[src/rtl/dts_pkg.sv]
package dts_pkg;

  localparam int NUM_VERTICES_DEF = 8;
  localparam int MAX_DEGREE_DEF   = 8;
  localparam int MAX_RES          = 8;

  localparam int KIND_W  = 2;
  localparam int VTX_W   = 3;
  localparam int TS_W    = 5;
  localparam int PRED_W  = 4;
  localparam int TREE_W  = 4;
  localparam int IN_W    = 8;
  localparam int OUT_W   = 24;

  localparam logic [PRED_W-1:0] ROOT_PRED = 4'hF;

  typedef enum logic [KIND_W-1:0] {
    KIND_CLEAR  = 2'd0,
    KIND_APPEND = 2'd1,
    KIND_RUN    = 2'd2
  } kind_t;

endpackage

[src/rtl/dfs_timestamp_engine.sv]
// Depth-first search timestamp engine.
// Input stream (in_t*): one beat per command. in_tuser carries the kind (clear,
// append neighbor, run search), in_tdata the vertex and neighbor. Kind 3 is
// taken and dropped without a result.
// Output stream (out_t*): clear and append answer with one beat; out_tuser
// flags a rejected append (list full). A run answers with one beat per vertex
// 0..min(NUM_VERTICES,8)-1 carrying discovery and finish times, predecessor
// (-1 for a root) and the tree count; out_tlast marks the final beat.
// A run first performs the search, paced by the single read port of the
// adjacency memory and by the stack pops, then reads out the result beats
// one at a time.
// One command is worked at a time. After a run, in_tready rises the cycle
// after its last beat is taken; after clear or append it follows out_tready
// while the result beat waits. A stalled receiver holds the output register
// and the run readout waits at that beat until it is taken.
// Reset empties every list and clears the output valid flag; the neighbor and
// timestamp memories need no clearing, since a run writes each vertex before
// it is reported.
module dfs_timestamp_engine
  import dts_pkg::*;
#(
  parameter int NUM_VERTICES = NUM_VERTICES_DEF,
  parameter int MAX_DEGREE   = MAX_DEGREE_DEF
) (
  input  logic              clk,
  input  logic              rst_n,
  input  logic              in_tvalid,
  output logic              in_tready,
  input  logic [IN_W-1:0]   in_tdata,   // vertex[2:0], neighbor[5:3], zero[7:6]
  input  logic [KIND_W-1:0] in_tuser,   // kind[1:0]
  output logic              out_tvalid,
  input  logic              out_tready,
  output logic [OUT_W-1:0]  out_tdata,  // out_vertex[2:0], discover_time[7:3],
                                        // finish_time[12:8], predecessor[16:13],
                                        // tree_total[20:17], zero[23:21]
  output logic              out_tuser,  // status
  output logic              out_tlast
);

  localparam int VW     = $clog2(NUM_VERTICES);
  localparam int DW     = $clog2(MAX_DEGREE + 1);
  localparam int EW     = (MAX_DEGREE > 1) ? $clog2(MAX_DEGREE) : 1;
  localparam int ADEPTH = NUM_VERTICES * MAX_DEGREE;
  localparam int AW     = $clog2(ADEPTH);
  localparam int SW     = $clog2(NUM_VERTICES + 1);
  localparam int CW     = SW + VTX_W;
  localparam int NOUT   = (NUM_VERTICES < MAX_RES) ? NUM_VERTICES : MAX_RES;

  typedef struct packed {
    logic [VW-1:0] vtx;
    logic [DW-1:0] edge_idx;
    logic [DW-1:0] deg;
  } stk_t;

  typedef enum logic [9:0] {
    S_IDLE  = 10'b0000000001,
    S_APP   = 10'b0000000010,
    S_DEG   = 10'b0000000100,
    S_EDGE  = 10'b0000001000,
    S_NBR   = 10'b0000010000,
    S_POP   = 10'b0000100000,
    S_SWEEP = 10'b0001000000,
    S_RD    = 10'b0010000000,
    S_LD    = 10'b0100000000,
    S_WAIT  = 10'b1000000000
  } state_t;

  // memories
  logic [VW-1:0]     nbr_mem  [ADEPTH];
  logic [DW-1:0]     deg_mem  [NUM_VERTICES];
  logic [TS_W-1:0]   disc_mem [NUM_VERTICES];
  logic [TS_W-1:0]   fin_mem  [NUM_VERTICES];
  logic [PRED_W-1:0] pred_mem [NUM_VERTICES];
  stk_t              stk_mem  [NUM_VERTICES];

  logic [VW-1:0]     nbr_rdat_r;
  logic [DW-1:0]     deg_rdat_r;
  logic              deg_hit_r;
  logic [TS_W-1:0]   disc_rdat_r;
  logic [TS_W-1:0]   fin_rdat_r;
  logic [PRED_W-1:0] pred_rdat_r;
  stk_t              stk_rdat_r;

  // control state
  state_t              state_r, state_nxt;
  logic [NUM_VERTICES-1:0] deg_vld_r, deg_vld_nxt;
  logic [NUM_VERTICES-1:0] vis_r, vis_nxt;
  logic [VW-1:0]       cur_v_r, cur_v_nxt;
  logic [DW-1:0]       cur_e_r, cur_e_nxt;
  logic [DW-1:0]       cur_deg_r, cur_deg_nxt;
  logic [VW-1:0]       sp_r, sp_nxt;
  logic [SW-1:0]       sw_r, sw_nxt;
  logic [TS_W-1:0]     clk_cnt_r, clk_cnt_nxt;
  logic [TREE_W-1:0]   tree_r, tree_nxt;
  logic [VTX_W-1:0]    out_k_r, out_k_nxt;
  logic [VTX_W-1:0]    app_v_r, app_v_nxt;
  logic [VTX_W-1:0]    app_n_r, app_n_nxt;

  // output register
  logic                out_vld_r, out_vld_nxt;
  logic [VTX_W-1:0]    out_vtx_r, out_vtx_nxt;
  logic [TS_W-1:0]     out_disc_r, out_disc_nxt;
  logic [TS_W-1:0]     out_fin_r, out_fin_nxt;
  logic [PRED_W-1:0]   out_pred_r, out_pred_nxt;
  logic [TREE_W-1:0]   out_tree_r, out_tree_nxt;
  logic                out_st_r, out_st_nxt;
  logic                out_last_r, out_last_nxt;

  // memory ports
  logic                nbr_we;
  logic [AW-1:0]       nbr_wa, nbr_ra;
  logic [VW-1:0]       nbr_wd;
  logic                deg_we;
  logic [VW-1:0]       deg_wa, deg_ra;
  logic [DW-1:0]       deg_wd;
  logic                disc_we, fin_we;
  logic [VW-1:0]       disc_wa, fin_wa, out_ra;
  logic [TS_W-1:0]     disc_wd, fin_wd;
  logic [PRED_W-1:0]   pred_wd;
  logic                stk_we;
  logic [VW-1:0]       stk_ra;
  stk_t                stk_wd;

  logic                root_go;
  logic [VW-1:0]       root_v;
  logic                visit_go;
  logic [DW-1:0]       deg_eff;
  logic                app_ok;
  logic                in_fire;
  logic                out_fire;
  kind_t               in_kind;
  logic [VTX_W-1:0]    in_vertex;
  logic [VTX_W-1:0]    in_neighbor;

  assign in_kind     = kind_t'(in_tuser);
  assign in_vertex   = in_tdata[2:0];
  assign in_neighbor = in_tdata[5:3];

  assign in_tready = (state_r == S_IDLE) && (!out_vld_r || out_tready);
  assign in_fire   = in_tvalid && in_tready;
  assign out_fire  = out_vld_r && out_tready;

  assign out_tvalid = out_vld_r;
  assign out_tdata  = {3'b000, out_tree_r, out_pred_r, out_fin_r, out_disc_r, out_vtx_r};
  assign out_tuser  = out_st_r;
  assign out_tlast  = out_last_r;

  assign deg_eff = deg_hit_r ? deg_rdat_r : '0;
  assign app_ok  = (CW'(app_v_r) < CW'(NUM_VERTICES)) && (CW'(app_n_r) < CW'(NUM_VERTICES))
                   && (deg_eff < DW'(MAX_DEGREE));

  // read addresses
  assign nbr_ra = AW'(cur_v_r) * AW'(MAX_DEGREE) + AW'(cur_e_r[EW-1:0]);
  assign stk_ra = sp_r - 1'b1;
  assign out_ra = VW'(out_k_r);
  always_comb begin
    if (state_r == S_NBR) begin
      deg_ra = nbr_rdat_r;
    end else if (state_r == S_SWEEP) begin
      deg_ra = sw_r[VW-1:0];
    end else begin
      deg_ra = VW'(in_vertex);
    end
  end

  always_comb begin
    state_nxt    = state_r;
    deg_vld_nxt  = deg_vld_r;
    vis_nxt      = vis_r;
    cur_v_nxt    = cur_v_r;
    cur_e_nxt    = cur_e_r;
    cur_deg_nxt  = cur_deg_r;
    sp_nxt       = sp_r;
    sw_nxt       = sw_r;
    clk_cnt_nxt  = clk_cnt_r;
    tree_nxt     = tree_r;
    out_k_nxt    = out_k_r;
    app_v_nxt    = app_v_r;
    app_n_nxt    = app_n_r;
    out_vld_nxt  = out_vld_r && !out_tready;
    out_vtx_nxt  = out_vtx_r;
    out_disc_nxt = out_disc_r;
    out_fin_nxt  = out_fin_r;
    out_pred_nxt = out_pred_r;
    out_tree_nxt = out_tree_r;
    out_st_nxt   = out_st_r;
    out_last_nxt = out_last_r;

    nbr_we  = 1'b0;
    nbr_wa  = AW'(app_v_r[VW-1:0]) * AW'(MAX_DEGREE) + AW'(deg_eff[EW-1:0]);
    nbr_wd  = VW'(app_n_r);
    deg_we  = 1'b0;
    deg_wa  = VW'(app_v_r);
    deg_wd  = deg_eff + 1'b1;
    disc_we = 1'b0;
    disc_wa = cur_v_r;
    disc_wd = '0;
    pred_wd = ROOT_PRED;
    fin_we  = 1'b0;
    fin_wa  = cur_v_r;
    fin_wd  = '0;
    stk_we  = 1'b0;
    stk_wd  = '{vtx: cur_v_r, edge_idx: cur_e_r, deg: cur_deg_r};
    root_go = 1'b0;
    root_v  = '0;
    visit_go = 1'b0;

    case (state_r)
      S_IDLE: begin
        if (in_fire) begin
          app_v_nxt = in_vertex;
          app_n_nxt = in_neighbor;
          case (in_kind)
            KIND_CLEAR: begin
              deg_vld_nxt  = '0;
              out_vld_nxt  = 1'b1;
              out_vtx_nxt  = '0;
              out_disc_nxt = '0;
              out_fin_nxt  = '0;
              out_pred_nxt = '0;
              out_tree_nxt = '0;
              out_st_nxt   = 1'b0;
              out_last_nxt = 1'b1;
            end
            KIND_APPEND: begin
              state_nxt = S_APP;
            end
            KIND_RUN: begin
              vis_nxt     = '0;
              clk_cnt_nxt = '0;
              sw_nxt      = '0;
              if (CW'(in_vertex) < CW'(NUM_VERTICES)) begin
                tree_nxt = TREE_W'(1);
                root_go  = 1'b1;
                root_v   = VW'(in_vertex);
              end else begin
                tree_nxt  = '0;
                state_nxt = S_SWEEP;
              end
            end
            default: begin
              state_nxt = S_IDLE;
            end
          endcase
        end
      end
      S_APP: begin
        if (app_ok) begin
          nbr_we = 1'b1;
          deg_we = 1'b1;
          deg_vld_nxt[VW'(app_v_r)] = 1'b1;
        end
        out_vld_nxt  = 1'b1;
        out_vtx_nxt  = '0;
        out_disc_nxt = '0;
        out_fin_nxt  = '0;
        out_pred_nxt = '0;
        out_tree_nxt = '0;
        out_st_nxt   = !app_ok;
        out_last_nxt = 1'b1;
        state_nxt    = S_IDLE;
      end
      S_DEG: begin
        cur_deg_nxt = deg_eff;
        state_nxt   = S_EDGE;
      end
      S_EDGE: begin
        if (cur_e_r < cur_deg_r) begin
          // neighbor read is in flight at nbr_ra
          cur_e_nxt = cur_e_r + 1'b1;
          state_nxt = S_NBR;
        end else begin
          clk_cnt_nxt = clk_cnt_r + 1'b1;
          fin_we      = 1'b1;
          fin_wd      = clk_cnt_nxt;
          if (sp_r == '0) begin
            state_nxt = S_SWEEP;
          end else begin
            sp_nxt    = sp_r - 1'b1;
            state_nxt = S_POP;
          end
        end
      end
      S_NBR: begin
        if (!vis_r[nbr_rdat_r]) begin
          // push the parent and descend
          stk_we   = 1'b1;
          sp_nxt   = sp_r + 1'b1;
          visit_go = 1'b1;
          root_v   = nbr_rdat_r;
          pred_wd  = PRED_W'(cur_v_r);
        end else begin
          state_nxt = S_EDGE;
        end
      end
      S_POP: begin
        cur_v_nxt   = stk_rdat_r.vtx;
        cur_e_nxt   = stk_rdat_r.edge_idx;
        cur_deg_nxt = stk_rdat_r.deg;
        state_nxt   = S_EDGE;
      end
      S_SWEEP: begin
        if (sw_r == SW'(NUM_VERTICES)) begin
          out_k_nxt = '0;
          state_nxt = S_RD;
        end else begin
          sw_nxt = sw_r + 1'b1;
          if (!vis_r[sw_r[VW-1:0]]) begin
            tree_nxt = tree_r + 1'b1;
            root_go  = 1'b1;
            root_v   = sw_r[VW-1:0];
          end
        end
      end
      S_RD: begin
        state_nxt = S_LD;
      end
      S_LD: begin
        out_vld_nxt  = 1'b1;
        out_vtx_nxt  = out_k_r;
        out_disc_nxt = disc_rdat_r;
        out_fin_nxt  = fin_rdat_r;
        out_pred_nxt = pred_rdat_r;
        out_tree_nxt = tree_r;
        out_st_nxt   = 1'b0;
        out_last_nxt = (out_k_r == VTX_W'(NOUT - 1));
        state_nxt    = S_WAIT;
      end
      S_WAIT: begin
        if (out_fire) begin
          if (out_last_r) begin
            state_nxt = S_IDLE;
          end else begin
            out_k_nxt = out_k_r + 1'b1;
            state_nxt = S_RD;
          end
        end
      end
      default: begin
        state_nxt = S_IDLE;
      end
    endcase

    // discover a vertex: new tree root or a freshly reached neighbor
    if (root_go) begin
      sp_nxt = '0;
    end
    if (root_go || visit_go) begin
      vis_nxt[root_v] = 1'b1;
      clk_cnt_nxt     = clk_cnt_nxt + 1'b1;
      disc_we         = 1'b1;
      disc_wa         = root_v;
      disc_wd         = clk_cnt_nxt;
      cur_v_nxt       = root_v;
      cur_e_nxt       = '0;
      state_nxt       = S_DEG;
    end
  end

  always_ff @(posedge clk) begin
    if (nbr_we) begin
      nbr_mem[nbr_wa] <= nbr_wd;
    end
    nbr_rdat_r <= nbr_mem[nbr_ra];
    if (deg_we) begin
      deg_mem[deg_wa] <= deg_wd;
    end
    deg_rdat_r <= deg_mem[deg_ra];
    deg_hit_r  <= deg_vld_r[deg_ra];
    if (disc_we) begin
      disc_mem[disc_wa] <= disc_wd;
      pred_mem[disc_wa] <= pred_wd;
    end
    if (fin_we) begin
      fin_mem[fin_wa] <= fin_wd;
    end
    disc_rdat_r <= disc_mem[out_ra];
    fin_rdat_r  <= fin_mem[out_ra];
    pred_rdat_r <= pred_mem[out_ra];
    if (stk_we) begin
      stk_mem[sp_r] <= stk_wd;
    end
    stk_rdat_r <= stk_mem[stk_ra];
  end

  always_ff @(posedge clk) begin
    if (!rst_n) begin
      state_r   <= S_IDLE;
      deg_vld_r <= '0;
      vis_r     <= '0;
      sp_r      <= '0;
      sw_r      <= '0;
      clk_cnt_r <= '0;
      tree_r    <= '0;
      out_k_r   <= '0;
      out_vld_r <= 1'b0;
    end else begin
      state_r   <= state_nxt;
      deg_vld_r <= deg_vld_nxt;
      vis_r     <= vis_nxt;
      sp_r      <= sp_nxt;
      sw_r      <= sw_nxt;
      clk_cnt_r <= clk_cnt_nxt;
      tree_r    <= tree_nxt;
      out_k_r   <= out_k_nxt;
      out_vld_r <= out_vld_nxt;
    end
  end

  always_ff @(posedge clk) begin
    cur_v_r    <= cur_v_nxt;
    cur_e_r    <= cur_e_nxt;
    cur_deg_r  <= cur_deg_nxt;
    app_v_r    <= app_v_nxt;
    app_n_r    <= app_n_nxt;
    out_vtx_r  <= out_vtx_nxt;
    out_disc_r <= out_disc_nxt;
    out_fin_r  <= out_fin_nxt;
    out_pred_r <= out_pred_nxt;
    out_tree_r <= out_tree_nxt;
    out_st_r   <= out_st_nxt;
    out_last_r <= out_last_nxt;
  end

endmodule

[config.mk]
export PLATFORM = sky130hd
export DESIGN_NAME = dfs_timestamp_engine
export DESIGN_NICKNAME = d
export VERILOG_FILES = /design/src/rtl/dts_pkg.sv /design/src/rtl/dfs_timestamp_engine.sv
export SDC_FILE = /design/constraint.sdc
export NUM_CORES = 1
export LEC_CHECK = 0
export BUFFER_PORTS_ARGS = -buffer_cell sky130_fd_sc_hd__buf_2
export CAP_MARGIN = 0
export CELL_PAD_IN_SITES_DETAIL_PLACEMENT = 0
export CELL_PAD_IN_SITES_GLOBAL_PLACEMENT = 1
export CORE_UTILIZATION = 54
export CTS_CLUSTER_DIAMETER = 40
export DETAILED_ROUTE_END_ITERATION = 12
export GPL_TIMING_DRIVEN = 0
export PLACE_DENSITY = 0.87
export SLEW_MARGIN = 20
export SYNTH_ARGS = -nofsm -noshare
export SYNTH_HDL_FRONTEND = slang
export SYNTH_SLANG_ARGS = --single-unit
[constraint.sdc]
create_clock -name clk -period 3.7 [get_ports clk]
set_input_delay 0.555 -clock clk [delete_from_list [all_inputs] [get_ports clk]]
set_output_delay 0.555 -clock clk [all_outputs]
set_load 0.01 [all_outputs]
* Word-level counts from Yosys, hierarchy flattened
Memories as Yosys holds them, arrays and structs flattened. A register that Yosys moved wholly into a read port is not among the register bits. Cells that the tools add are included.
Storage, ports and cells: flip-flop bits (word level) 87, memory bits (writable) 424, bits of input ports 14, word-level logic and storage cells 232, memories 6
Operators by class: $add $sub $neg 11, order comparisons 9, equality and inequality tests 34, mux-type cells 110, bitwise operators 3, reductions and logical operators 36
Memory list:
- nbr_mem | depth 64, width 3, read ports 1, clocked after Yosys merged registers in 1, write ports 1, RTL line dfs_timestamp_engine.sv:69 | logic [VW-1:0] nbr_mem [ADEPTH];
- stk_mem | depth 8, width 11, read ports 1, clocked after Yosys merged registers in 1, write ports 1, RTL line dfs_timestamp_engine.sv:74 | stk_t stk_mem [NUM_VERTICES];
- disc_mem | depth 8, width 5, read ports 1, clocked after Yosys merged registers in 1, write ports 1, RTL line dfs_timestamp_engine.sv:71 | logic [TS_W-1:0] disc_mem [NUM_VERTICES];
- fin_mem | depth 8, width 5, read ports 1, clocked after Yosys merged registers in 1, write ports 1, RTL line dfs_timestamp_engine.sv:72 | logic [TS_W-1:0] fin_mem [NUM_VERTICES];
- deg_mem | depth 8, width 4, read ports 1, clocked after Yosys merged registers in 1, write ports 1, RTL line dfs_timestamp_engine.sv:70 | logic [DW-1:0] deg_mem [NUM_VERTICES];
- pred_mem | depth 8, width 4, read ports 1, clocked after Yosys merged registers in 1, write ports 1, RTL line dfs_timestamp_engine.sv:73 | logic [PRED_W-1:0] pred_mem [NUM_VERTICES];
Operator list (number):
- 10-bit case mux with 8 select lines | 1
- 8-bit two-way mux | 8
- 3-bit two-way mux | 19
- 4-bit two-way mux | 13
- 5-bit two-way mux | 9
- 10-bit two-way mux | 4
- 4-bit case mux with 2 select lines | 4
- 1-bit two-way mux | 30
- 5-bit case mux with 3 select lines | 2
- 4-bit case mux with 3 select lines | 2
- 2-bit != test, second input constant | 11
- 3-bit by 4-bit < comparator with 1-bit output, second input constant | 5
- 10-bit case mux with 2 select lines | 1
- 3-bit case mux with 3 select lines | 2
- 4-bit by 1-bit adder with 4-bit output, second input constant | 4
- 8-bit bitwise OR | 2
- 8-bit case mux with 2 select lines | 1
- 4-bit AND reduction | 4
- 5-bit AND reduction | 3
- 7-bit two-way mux | 2
- 2-bit nonzero test | 7
- 6-bit by 3-bit adder with 6-bit output | 2
- 3-bit case mux with 2 select lines | 2
- 5-bit by 1-bit adder with 5-bit output, second input constant | 2
- 38 further kinds | 63

* Logic depth before layout (Yosys ltp)
Gate-level depths: netlist of run 1.
word-level depth 12, depth in mapped cells 12

* Worst setup path before layout of run 1
Ideal clock, no wire load.
kind register -> register, from register nbr_rdat_r[0] (read register of nbr_mem), to memory stk_mem[2][0] in the netlist's numbering (enable), data arrival time 2557 ps, slack 735 ps, cell stages (with the launch flop) 7, clock period less this slack 2965 ps, path through dfxtp_1 mux4_2 mux2i_1 and2_1 buf_2 inv_1 nor4_1
Between the ends: cells in the longest elaborated chain, start to end 6
RTL lines:
- start: declaration | RTL line dfs_timestamp_engine.sv:76 | logic [VW-1:0] nbr_rdat_r;
- 1-bit binary-select mux with 3-bit select | RTL line dfs_timestamp_engine.sv:285 | if (!vis_r[nbr_rdat_r]) begin
- 1-bit two-way mux (not written as such) | RTL line dfs_timestamp_engine.sv:285
- 1-bit two-way mux | RTL line dfs_timestamp_engine.sv:285
- 1-bit two-way mux | RTL line dfs_timestamp_engine.sv:208 | case (state_r)
- 1-bit two-way mux | RTL line dfs_timestamp_engine.sv:380 | if (stk_we) begin
- 1-bit two-way mux (not written as such) | RTL line dfs_timestamp_engine.sv:381 | stk_mem[sp_r] <= stk_wd;
- end: declaration | RTL line dfs_timestamp_engine.sv:74
Every way passes these cells. The select of a mux whose other input is x is not followed.

* Worst setup path after layout of run 1
from register state_r[8], to memory disc_mem[5][3] (enable)
Between the ends: cells in the longest elaborated chain, start to end 9, elaborated cells on any way between the ends 15
RTL lines:
- start: declaration | RTL line dfs_timestamp_engine.sv:85 | state_t state_r, state_nxt;
- start signal: assignment | RTL line dfs_timestamp_engine.sv:398 | state_r <= state_nxt;
- 10-bit by 1-bit equality test with 1-bit output | RTL line dfs_timestamp_engine.sv:139, dfs_timestamp_engine.sv:208
- 1-bit logical AND | RTL line dfs_timestamp_engine.sv:139 | assign in_tready = (state_r == S_IDLE) && (!out_vld_r || out_tready);
- 1-bit logical AND | RTL line dfs_timestamp_engine.sv:140 | assign in_fire = in_tvalid && in_tready;
- 1-bit two-way mux | RTL line dfs_timestamp_engine.sv:210 | if (in_fire) begin
- 1-bit case mux with 2 select lines | RTL line dfs_timestamp_engine.sv:208
- 1-bit logical OR | RTL line dfs_timestamp_engine.sv:348 | if (root_go || visit_go) begin
- 1-bit two-way mux | RTL line dfs_timestamp_engine.sv:348
- 1-bit two-way mux | RTL line dfs_timestamp_engine.sv:370 | if (disc_we) begin
- 1-bit two-way mux (not written as such) | RTL line dfs_timestamp_engine.sv:371 | disc_mem[disc_wa] <= disc_wd;
- end: declaration | RTL line dfs_timestamp_engine.sv:71
Parallel ways exist; a longest one is shown, timed or not.

==> impl_metrics.py, run 1 <==
metrics = {
    "status": {
        "status": "completed",
    },
    "timing": {
        "fin_crit_ns": 3.58,
        "tightest_slew_ns": 1.02,
        "finalHoldViolCount": 0,
        "fmax_mhz": 280,
        "setup_slack_ns": 0.125,
        "setup_violations": 0,
        "setup_tns_ns": 0,
        "finClkSkew_ns": 0.0267,
        "rsz0062_at_grt": "yes",
        "maxSlewHeadroom_pct": 31.9,
        "drv_slew": 0,
        "period_share_pct": 96.6,
        "finalHoldWorstSlack_ns": 0.108,
    },
    "placed_design": {
        "place_ws_ns": 0.00537,
        "routabilityCongestion": 0.843,
        "placed_cell_area_sq_mm": 0.0227,
        "post-place-cells": 1808,
        "portBuffers": 36,
        "place_hpwl_mm": 30.5,
    },
    "drt": {
        "drc": 0,
        "drt_pre_antenna_iters": 7,
        "drt-total-wl_mm": 45.5,
        "via_count": 11400,
        "ant_nets": 0,
        "routed_via_density": 5.94,
        "drtIter0Drc": 850,
        "avgRoutedWirePerCell_microns": 23.7,
    },
    "synthesis": {
        "synth_flop_cell": "edfxtp_1",
        "yosysMostFrequentCell": "edfxtp_1",
        "avgSynthCellArea_sq_um": 17.5,
        "ys_seq_area_share_pct": 71.7,
        "yosys_warnings": 0,
        "synth-seq-cells": 543,
        "synth_common_cells": "edfxtp_1, nor2_1, mux4_2",
        "yosysTopAreaCellShare_pct": 64.0,
        "async_reset_ff_share_pct": 0,
        "yosys-top-cells-area": "edfxtp_1, mux4_2, dfxtp_1",
        "synth_edf_count": 460,
        "yosysTopAreaCell": "edfxtp_1",
        "ys_types": 63,
        "syn_area_sq_mm": 0.0216,
        "netlist_instances": 1237,
    },
    "min_path": {
        "hp-class": "in -> reg",
        "hold_start": "in_tdata[3]",
        "hold_depth": 1,
    },
    "floorplan": {
        "fp-row-count": 72,
        "core_area_sq_mm": 0.0390,
        "initial_core_util_pct": 55.4,
        "ios": 42,
        "die_h_microns": 202,
        "die_w_microns": 202,
        "die-area_sq_mm": 0.0408,
    },
    "critical_path": {
        "worstPathArrival_ns": 3.82,
        "crit_slowest_cell": "a222oi_1",
        "slowest_delay_ns": 0.80,
        "start_kind": "register",
        "path_max_fanout": 10,
        "cp-end-kind": "register",
        "path_class": "reg -> reg",
        "reg2reg_depth": 8,
        "rrSetupSlack_ns": 0.12,
        "cp_common_cell": "nor2_2",
        "startpoint": "state_r[8]$_SDFFE_PP0P_",
        "cp_cell_sequence": "nor4_1, buf_2, nand3_1, clkbuf_1, nor2_2, a222oi_1, nand3b_1, nor2_2",
        "regToRegStartpoint": "state_r[8]$_SDFFE_PP0P_",
        "required_ns": 3.95,
    },
    "cts": {
        "cts_max_path_buffers": 3,
        "clk_latency_ns": 0.62,
        "cts_root_buffer": "clkbuf_16",
        "h-tree-depth": 2,
        "cts_setup_buffers": 0,
        "cts_tree": "built",
        "cts.sink_count": 543,
        "path_clk_slew_ns": 0.07,
        "tritoncts.num_buffers": 60,
    },
    "layout": {
        "synthToLayoutAreaGrowth_pct": 14.2,
        "fillerInstances": 2654,
        "final-instance-count-excl-fill": 1921,
        "ff_latch_area_sq_mm": 0.0155,
        "n_antenna_cell": 0,
        "fin_nets": 1383,
        "multi_input_area_sq_mm": 0.00585,
        "final_layout_size_suffix_gt1_share_pct": 25.6,
        "stdcell_area_sq_mm": 0.0247,
    },
    "pwr": {
        "intPower_mw": 10.1,
        "swShare_pct": 22.2,
        "p_comb_share_pct": 3.4,
        "power.share.clock_pct": 44.6,
        "seqPwrFrac_pct": 52.0,
        "peakVddDrop_mv": 0.803,
        "p_per_area_mw_per_mm2": 526,
        "p_sw_mw": 2.88,
        "p_leak_nw": 7.77,
    },
    "global_routing": {
        "first_global_vias": 11800,
        "grt_pass1_wl_mm": 69.7,
        "track_usage_pct": 23.1,
        "antenna_found_initial": 0,
        "grt_overflow": 0,
        "grt_max_degree": 27,
    },
    "flow_run": {
        "drv_cap": 0,
    },
}
## per-stage QoR
stage                     utilization (%)  power, mW
after floorplan                         -       7.13
after global placement               57.5       7.28
after detailed placement             58.1       7.31
after CTS                            63.1       13.0
after global routing                 63.3       13.3
final                                63.3       13.0
## registers in the layout, summed over array words and instances (netlist names), 8 cells and up
register and count:
fin_mem 40, pred_mem 32, deg_mem 32, vis_r 8, stk_mem 88, deg_vld_r 8
nbr_mem 192, disc_mem 40, state_r 10, stk_rdat_r 11
## path summary, 6_finish.rpt
path	to
hold / removal	app_n_r[0]$_DFFE_PP_
setup / recovery	disc_mem[5][3]$_DFFE_PP_
setup reg to reg	disc_mem[5][3]$_DFFE_PP_
hold reg to reg	deg_vld_r[2]$_SDFFE_PN0P_
## placed cells by master, fill, tap and decap left out, drive strengths merged, types with 15 or more instances in the layout
cell type / synthesis / routed
nor3: 15 / 15
inv: 37 / 49
buf: 23 / 74
ha: 17 / 17
and2: 27 / 27
dfxtp: 83 / 83
clkbuf: 34 / 102
nand2: 63 / 63
mux4: 127 / 127
mux2: 32 / 32
o21ai: 19 / 19
clkinv: 0 / 19
edfxtp: 460 / 460
a21oi: 24 / 24
nor2: 133 / 133
## power groups by stage
stage                     Sequential [mW]  Combinational [mW]  Clock [mW]
final                                6.75               0.435        5.79
after global placement               6.92               0.357           0
after CTS                            6.75               0.433        5.85
after floorplan                      6.90               0.224           0
after global routing                 6.76               0.469        6.06
after detailed placement             6.88               0.429           0
## critical path: cells and delay by family, from the launching register on
kind                   cells  cell delay, ns
and+or+nand+nor            5            1.43
AOI/OAI and AO/OA          1            0.80
buffers and inverters      2            0.57
DFF                        1            0.38
## repair_timing
action                                  in CTS  in global routing
endpoints found under the setup margin       8                 70
pin swaps                                    0                  0
gates resized for setup                      1                 12
hold buffers                                 0                  0
## per-layer routing
metal / global-route usage, % / vias up / wire [microns]
met3: 3.84 / 90 / 2830
met2: 38.9 / 399 / 23000
met1: 31.1 / 5860 / 18600
met5: 0 / - / 0
li1: - / 5066 / -
met4: 6.74 / 0 / 1070
## cell type report
class,count,area share (%)
Buffer,57,0.974
Clock buffer,68,6.29
Clock inverter,45,1.69
Inverter,37,0.563
Multi-Input combinational cell,602,23.7
Sequential cell,543,62.7
Tap cell,518,2.63
Timing Repair Buffer,51,1.41
## kinds of logic after synthesis
| group | share of synthesized area, % |
|---|---|
| AOI/OAI and AO/OA | 2.56 |
| DFF | 71.7 |
| and+or+nand+nor | 7.17 |
| muxes | 15.1 |
| other | 0.0174 |
| adders and majority gates | 0.985 |
| buffers and inverters | 1.76 |
| xor gates and xnor gates | 0.771 |
Note: power is estimated with default switching activity, not from simulation.
==> run 2, diff against run 1 <==
--- a/config.mk
+++ b/config.mk
@@ -5,13 +5,14 @@
 export SDC_FILE = /design/constraint.sdc
 export NUM_CORES = 1
 export LEC_CHECK = 0
-export BUFFER_PORTS_ARGS = -buffer_cell sky130_fd_sc_hd__buf_2
 export CAP_MARGIN = 0
 export CELL_PAD_IN_SITES_DETAIL_PLACEMENT = 0
 export CELL_PAD_IN_SITES_GLOBAL_PLACEMENT = 1
-export CORE_UTILIZATION = 54
+export CORE_ASPECT_RATIO = 0.9
+export CORE_UTILIZATION = 55
 export CTS_CLUSTER_DIAMETER = 40
 export DETAILED_ROUTE_END_ITERATION = 12
+export DONT_BUFFER_PORTS = 1
 export GPL_TIMING_DRIVEN = 0
 export PLACE_DENSITY = 0.87
 export SLEW_MARGIN = 20
==> run 2 against run 1 <==
- final area decreased by 0.99%
- worst hold slack got worse by 0.082 ns
- critical path type unchanged
- clock power decreased by 1%
- worst setup slack improved by 0.088 ns
- highest routed layer unchanged
- via count increased by 0.23%
- sequential power about the same
- cell count decreased by 2.0%
- critical path depth decreased by 1
- utilization increased by 0.13 points
- sequential share of layout area increased by 0.63 points
- count of clock-buffer cells in the layout increased by 1
==> impl_metrics.py, run 2 (synthesized netlist as in run 1, its figures left out) <==
metrics = {
    "layout": {
        "fin_nets": 1343,
        "n_antenna_cell": 0,
        "top_register": "nbr_mem",
        "top_regs": "nbr_mem: 192 flops, stk_mem: 88 flops",
        "layout_commonest_cell": "edfxtp_1",
        "finalCoreUtilization_pct": 63.4,
        "largest_register_ffs": 192,
        "fillerInstances": 2587,
        "most-common-layout-cells": "edfxtp_1, mux4_2, nor2_1, dfxtp_1, nand2_1",
        "synthToLayoutAreaGrowth_pct": 13.1,
        "final_layout_size_suffix_gt1_share_pct": 22.6,
        "ff_latch_area_sq_mm": 0.0155,
        "multi_input_area_sq_mm": 0.00583,
    },
    "drt": {
        "drt_pre_antenna_iters": 7,
        "via_count": 11400,
        "avgRoutedWirePerCell_microns": 25.0,
        "routed_via_density": 6.08,
        "drtIter0Drc": 1093,
        "ant_nets": 0,
        "drt-total-wl_mm": 47.1,
        "drc": 0,
    },
    "cts": {
        "clk_latency_ns": 0.61,
        "cts.sink_count": 543,
        "cts_tree": "built",
        "tritoncts.num_buffers": 56,
        "h-tree-depth": 2,
        "cts_max_path_buffers": 3,
        "path_clk_slew_ns": 0.06,
        "cts_root_buffer": "clkbuf_16",
    },
    "global_routing": {
        "track_usage_pct": 24.4,
        "antenna_found_initial": 0,
        "first_global_vias": 11600,
        "grt_overflow": 0,
        "grt_max_degree": 26,
        "grt_pass1_wl_mm": 70.9,
    },
    "critical_path": {
        "crit_slowest_cell": "buf_1",
        "path_class": "reg -> reg",
        "worstPathArrival_ns": 3.96,
        "cp_cell_sequence": "buf_2, clkbuf_1, inv_1, ha_1, buf_1, mux4_2, mux2_2",
        "path_max_fanout": 10,
        "cp-end-kind": "register",
        "path_buf_inv": 4,
        "cp_top_family": "buffers and inverters",
        "slowest_delay_ns": 0.66,
        "required_ns": 4.17,
        "start_kind": "register",
    },
    "timing": {
        "rsz0062_at_grt": "no",
        "finalHoldViolCount": 0,
        "setup_violations": 0,
        "finClkSkew_ns": 0.0238,
        "finalHoldWorstSlack_ns": 0.0255,
        "fmax_mhz": 287,
        "fin_crit_ns": 3.49,
        "period_share_pct": 94.3,
        "tightest_slew_ns": 0.979,
        "drv_slew": 0,
        "maxSlewHeadroom_pct": 34.2,
    },
    "floorplan": {
        "die_h_microns": 190,
        "die-area_sq_mm": 0.0401,
        "fp-row-count": 68,
        "die_w_microns": 211,
        "ios": 42,
        "core_area_sq_mm": 0.0385,
        "initial_core_util_pct": 56.0,
    },
    "pwr": {
        "p_per_area_mw_per_mm2": 527,
        "peakVddDrop_mv": 0.402,
        "p_leak_nw": 7.61,
        "total_power_mw": 12.9,
    },
    "placed_design": {
        "routabilityCongestion": 0.859,
        "portBuffers": 0,
        "place_hpwl_mm": 31.2,
    },
    "min_path": {
        "hp-class": "in -> reg",
    },
    "flow_run": {
        "drv_cap": 0,
    },
    "status": {
        "status": "completed",
    },
}
## run 2: layer usage
| metal | GRT usage [%] | vias to the layer above | wire length (microns) |
|---|---|---|---|
| met4 | 8.25 | 0 | 1190 |
| met5 | 0 | - | 0 |
| met2 | 38.9 | 496 | 22800 |
| met3 | 5.03 | 86 | 3950 |
| met1 | 33.8 | 5870 | 19200 |
| li1 | - | 4989 | - |
## run 2: what timing repair did
| action | CTS | global route |
|---|---|---|
| setup buffers | 0 | 1 |
| resized for setup | 2 | 6 |
| setup endpoints to repair | 18 | 79 |
| hold endpoints to repair | 0 | 0 |
| pin swaps | 0 | 1 |
| hold buffers | 0 | 0 |
## run 2: final timing paths
path / cells past startpoint / to / slack [ns] / start
setup / recovery: 7 / stk_rdat_r[9]$_DFF_P_ / 0.21 / sp_r[0]$_SDFFE_PP0P_
hold / removal: 1 / state_r[1]$_SDFFE_PP0P_ / 0.03 / in_tuser[1]
setup reg to reg: 7 / stk_rdat_r[9]$_DFF_P_ / 0.21 / sp_r[0]$_SDFFE_PP0P_
hold reg to reg: 2 / deg_vld_r[2]$_SDFFE_PN0P_ / 0.47 / deg_vld_r[2]$_SDFFE_PN0P_
## run 2: final cells by class
cell class / count / share of cell area (%)
sequential: 543 / 63.3
inverter: 37 / 0.569
timing repair buffer: 15 / 0.799
multi-input combinational: 602 / 23.9
clock buffer: 69 / 6.15
clock inverter: 35 / 1.59
buffer: 57 / 0.983
tap: 525 / 2.69
## run 2: power breakdown
| part | switching [mW] | internal [mW] | leakage, nW |
|---|---|---|---|
| combinational | 0.248 | 0.137 | 2.03 |
| sequential | 0.0761 | 6.70 | 4.67 |
| clock | 2.38 | 3.33 | 0.912 |
| total | 2.70 | 10.2 | 7.61 |
## run 2: worst reg2reg max path, delay by kind of cell, from the launching register on
family,cells,cell delay (ns)
adders and majority gates,1,0.45
buffers and inverters,4,1.82
DFF,1,0.34
muxes,2,0.74
## run 2: through the flow
step	instances	area [sq um]	TNS, ns	worst slack, ns
CTS	1882	24400	0	0.0538
detailed placement	1778	22500	-0.196	-0.0225
global placement	1764	22300	-12.11	-0.565
global route	1883	24400	0	0.0175
finish	1883	24400	0	0.212
floorplan	1239	21600	0	0.735
